$ cat src/cbtb_pkg.sv
`default_nettype none
package cbtb_pkg;
	localparam int TokenWidthDef = 64;

	typedef enum logic [2:0] {
		MODE_REFILL = 3'd0,
		MODE_CHARGE = 3'd1,
		MODE_BATCH  = 3'd2,
		MODE_DROP   = 3'd3,
		MODE_CLEAR  = 3'd4,
		MODE_INIT   = 3'd5
	} mode_t;

	typedef enum logic [1:0] {
		KIND_RX = 2'd0,
		KIND_ACT = 2'd1,
		KIND_TX = 2'd2
	} kind_t;

	localparam logic [1:0] REG_PERIOD = 2'd0;
	localparam logic [1:0] REG_QUANTUM = 2'd1;
	localparam logic [1:0] REG_CEILING = 2'd2;

	typedef enum logic [2:0] {
		ST_IDLE, ST_DIV, ST_MUL, ST_APPLY, ST_OUT
	} state_t;

	// classified command from front to back
	typedef struct packed {
		logic [2:0]  mode;
		logic [63:0] now;
		logic [63:0] amount;
		logic [1:0]  kind;
		logic        slack;
	} cmd_t;
endpackage
`default_nettype wire

$ cat src/cbtb_if.sv
`default_nettype none
interface cbtb_in_if;
	logic        valid;
	logic        ready;
	logic [2:0]  mode;
	logic [63:0] now;
	logic [63:0] amount;
	logic [1:0]  charge_kind;
	logic        slack_flag;
	modport source (output valid, mode, now, amount, charge_kind, slack_flag, input ready);
	modport sink (input valid, mode, now, amount, charge_kind, slack_flag, output ready);
endinterface

`default_nettype wire

$ cat src/cbtb_front.sv
`default_nettype none
// Two-entry queue of accepted commands.
module cbtb_front (
	input  wire logic           clk,
	input  wire logic           arst_n,
	cbtb_in_if.sink             in_ch,
	output cbtb_pkg::cmd_t      cmd,
	output logic                cmd_valid,
	input  wire logic           cmd_take
);
	cbtb_pkg::cmd_t mem_q [2];
	logic       wr_q, rd_q;
	logic [1:0] cnt_q;
	logic       push;

	assign in_ch.ready = (cnt_q != 2'd2);
	assign push = in_ch.valid && in_ch.ready;
	assign cmd_valid = (cnt_q != 2'd0);
	assign cmd = mem_q[rd_q];

	always_ff @(posedge clk) begin
		if (push) begin
			mem_q[wr_q] <= '{mode: in_ch.mode, now: in_ch.now, amount: in_ch.amount,
				kind: in_ch.charge_kind, slack: in_ch.slack_flag};
		end
	end

	always_ff @(posedge clk or negedge arst_n) begin
		if (!arst_n) begin
			wr_q <= 1'b0;
			rd_q <= 1'b0;
			cnt_q <= 2'd0;
		end else begin
			if (push) wr_q <= ~wr_q;
			if (cmd_take) rd_q <= ~rd_q;
			cnt_q <= cnt_q + {1'b0, push} - {1'b0, cmd_take};
		end
	end
endmodule
`default_nettype wire

$ cat src/flat_wrapper.sv
// flat-port wrapper written by rule: the top's interface ports become plain ports
module cbtb_front_flat 
  (clk, arst_n, cmd, cmd_valid, cmd_take, in_ch_valid, in_ch_mode, in_ch_now, in_ch_amount, in_ch_charge_kind, in_ch_slack_flag, in_ch_ready);
  cbtb_in_if in_ch_i ();
  input  wire logic clk;
  input  wire logic arst_n;
  output cbtb_pkg::cmd_t cmd;
  output logic cmd_valid;
  input  wire logic cmd_take;
  input wire logic [$bits(in_ch_i.valid)-1:0] in_ch_valid;
  input wire logic [$bits(in_ch_i.mode)-1:0] in_ch_mode;
  input wire logic [$bits(in_ch_i.now)-1:0] in_ch_now;
  input wire logic [$bits(in_ch_i.amount)-1:0] in_ch_amount;
  input wire logic [$bits(in_ch_i.charge_kind)-1:0] in_ch_charge_kind;
  input wire logic [$bits(in_ch_i.slack_flag)-1:0] in_ch_slack_flag;
  output wire logic [$bits(in_ch_i.ready)-1:0] in_ch_ready;
  assign in_ch_i.valid = in_ch_valid;
  assign in_ch_i.mode = in_ch_mode;
  assign in_ch_i.now = in_ch_now;
  assign in_ch_i.amount = in_ch_amount;
  assign in_ch_i.charge_kind = in_ch_charge_kind;
  assign in_ch_i.slack_flag = in_ch_slack_flag;
  assign in_ch_ready = in_ch_i.ready;
  cbtb_front u_core (.clk(clk), .arst_n(arst_n), .in_ch(in_ch_i), .cmd(cmd), .cmd_valid(cmd_valid), .cmd_take(cmd_take));
endmodule
$ cat config.mk
export PLATFORM = sky130hd
export DESIGN_NAME = cbtb_front_flat
export DESIGN_NICKNAME = d
export VERILOG_FILES = /design/src/cbtb_pkg.sv /design/src/cbtb_if.sv /design/src/cbtb_front.sv /design/src/flat_wrapper.sv
export SDC_FILE = /design/constraint.sdc
export NUM_CORES = 1
export LEC_CHECK = 0
export BUFFER_PORTS_ARGS = -buffer_cell sky130_fd_sc_hd__buf_2
export CORE_MARGIN = 2
export CORE_UTILIZATION = 56
export CTS_CLUSTER_DIAMETER = 100
export DETAILED_ROUTE_END_ITERATION = 10
export GPL_ROUTABILITY_DRIVEN = 0
export HOLD_SLACK_MARGIN = 0.02
export PLACE_DENSITY = 0.84
export SYNTH_ARGS = -nofsm -noshare
export SYNTH_HDL_FRONTEND = slang
export SYNTH_SLANG_ARGS = --single-unit
$ cat constraint.sdc
create_clock -name clk -period 19.4 [get_ports clk]
set_clock_uncertainty 0.15 [all_clocks]
set_input_delay 2.91 -clock clk [delete_from_list [all_inputs] [get_ports clk]]
set_output_delay 2.91 -clock clk [all_outputs]
set_load 0.005 [all_outputs]
==> flow_summary.json <==
{
  "outcome": "completed",
  "fin_setup_tns_ns": 0,
  "portBuffers": 273,
  "worst_setup_path_end_kind": "primary output",
  "drt_wl_total_um": 18900,
  "dieHeight_um": 138,
  "yosysSeqAreaShare_pct": 81.0,
  "cts_tree": "done",
  "clock-sinks": 272,
  "syn_area_per_cell_sq_um": 23.1,
  "synthToLayoutAreaGrowth_pct": 23.5,
  "max_stage_delay_ns": 1.05,
  "coreArea_sq_um": 17800,
  "power_mw": 1.82,
  "required_ns": 16.34,
  "vdd_drop_max_mv": 0.111,
  "drive_gt1_share_pct": 60.3,
  "post_cts_resized": 0,
  "hold_class": "reg -> reg",
  "cts_max_level": 1,
  "finalSetupViolCount": 0,
  "worstPathMaxFanout": 70,
  "path_clk_slew_ns": 0.06,
  "rows": 49,
  "ys_ff_latch": 272,
  "p_per_area_nw_per_um2": 146,
  "drc": 0,
  "syn_nets": 574,
  "firstDrtPassIters": 4,
  "synth_cell_types": 17,
  "grt_pass1_wl_um": 29400,
  "hold_buffers": 0,
  "criticalPathCategory": "reg -> out",
  "syn_area_sq_um": 10100,
  "gr-total-overflow": 0,
  "fillers": 1142,
  "numCtsBuffers": 26,
  "period_share_pct": 32.1,
  "start_util_pct": 56.6,
  "yosysWarnings": 0,
  "drv_slew": 0,
  "dieWidth_um": 138,
  "worstMarginPinSlew_ns": 1.04,
  "seqCellArea_sq_um": 8150,
  "antenna_found_initial": 2,
  "post_cts_buffers": 0,
  "crit_slowest_cell": "dfrtp_4",
  "vias": 5074,
  "root_buffer": "clkbuf_16",
  "multi_input_area_sq_um": 1800,
  "synth_area_leaders": "edfxtp_1, mux2_2, mux2_4",
  "first_global_vias": 5507,
  "antenna_cells": 0,
  "fmax_ghz": 0.161,
  "syn-instance-count": 435,
  "synth_top_area_cell": "edfxtp_1",
  "final_common_cell": "buf_2",
  "final_nets": 864,
  "grt_max_degree": 72,
  "cp-start-kind": "register",
  "finalHoldViolations": 0,
  "insertion_delay_ns": 0.52,
  "hpwl_um": 12700,
  "boundaryPins": 274,
  "final_cell_mix": "buf_2, edfxtp_1, mux2_2",
  "initialDrtViolationCount": 287,
  "die_area_sq_um": 19100,
  "ant_nets": 0,
  "wl_per_cell_um": 19.5,
  "p_leak_nw": 4.80,
  "fin_crit_ns": 6.22,
  "drv_cap": 0,
  "avgViaCountPerCell": 5.22,
  "grt.total_usage_pct": 19.5,
  "rsz0062_at_grt": "no",
  "relSlewSlack_pct": 31.0,
  "path_cells": "buf_4 > mux2_2 > buf_2",
  "synth_top_area_share_pct": 80.0,
  "cts_buffer_depth": 3,
  "critPathArrivalTime_ns": 3.16
}
sequential cells by signal (all words and copies together), names as in the netlist:
signal and flops:
u_core.rd_q 1, u_core.wr_q 1, u_core.mem_q 268, u_core.cnt_q 2
synthesized netlist by cell type:
cell type	count
edfxtp_1	268
mux2_2	84
mux2_4	50
buf_2	8
buf_6	7
dfrtp_1	4
nand2_1	2
xnor2_1	2
xor2_1	2
and3_1	1
ha_1	1
inv_1	1
mux2i_1	1
nand2b_1	1
nor2_1	1
nor2b_1	1
or2_2	1
power breakdown:
group	leakage [nW]	switching, mW	internal [mW]
Clock	0.384	0.193	0.266
Combinational	1.88	0.225	0.265
Sequential	2.53	0.0638	0.805
layer usage:
layer	wire length [um]	vias up	part of all wire (%)	GRT usage, %
li1	-	2315	-	-
met1	7270	2484	38	23.3
met2	9630	232	51	34.3
met3	1610	41	8.5	6.03
met4	405	2	2.1	6.02
met5	13	-	0.069	0
worst max-delay path: cells and delay by family (launching register included):
kind	cells	cell delay [ns]
buf+inv	2	1.06
flops	1	1.05
mux	1	0.43
cells by family (layout without fill, tap and decap cells):
group / count (synthesis) / after routing / share of synthesized area, %
adders and majority gates: 1 / 1 / 0.124
DFF: 272 / 272 / 81.0
buffers and inverters: 16 / 324 / 1.22
and+or+nand+nor: 7 / 7 / 0.361
muxes: 135 / 135 / 17.0
xor gates and xnor gates: 4 / 4 / 0.348
stage by stage:
step	hold slack [ns]	instance area, sq um	worst slack (ns)	util [%]	cells
2_1_floorplan	0.310	10100	10.04	-	435
3_3_place_gp	0.388	11600	13.77	65.5	926
3_5_place_dp	0.431	11600	13.72	65.5	926
4_1_cts	0.441	12400	13.14	69.9	972
5_1_grt	0.468	12400	12.98	69.9	972
6_report	0.437	12400	13.18	69.9	972
final cells by class:
type / instances / share of cell area (%)
clock buffer: 34 / 5.65
clock inverter: 12 / 0.625
inverter: 1 / 0.0302
multi-input combinational: 147 / 14.5
sequential: 272 / 65.6
tap: 229 / 2.31
timing repair buffer: 277 / 11.2
worst paths after layout:
path / from / endpoint / slack (ns) / cells after the start
min in group asynchronous: arst_n / u_core.cnt_q[1]$_DFF_PN0_ / 2.04 / 1
min reg2reg: u_core.wr_q$_DFFE_PN0P_ / u_core.wr_q$_DFFE_PN0P_ / 0.44 / 1
min: u_core.wr_q$_DFFE_PN0P_ / u_core.wr_q$_DFFE_PN0P_ / 0.44 / 1
max: u_core.rd_q$_DFFE_PN0P_ / cmd[18] / 13.18 / 3
max in group asynchronous: arst_n / u_core.wr_q$_DFFE_PN0P_ / 16.92 / 1
max reg2reg: u_core.cnt_q[1]$_DFF_PN0_ / u_core.mem_q[1][6]$_DFFE_PP_ / 16.58 / 3
(Power assumes the default switching activity.)
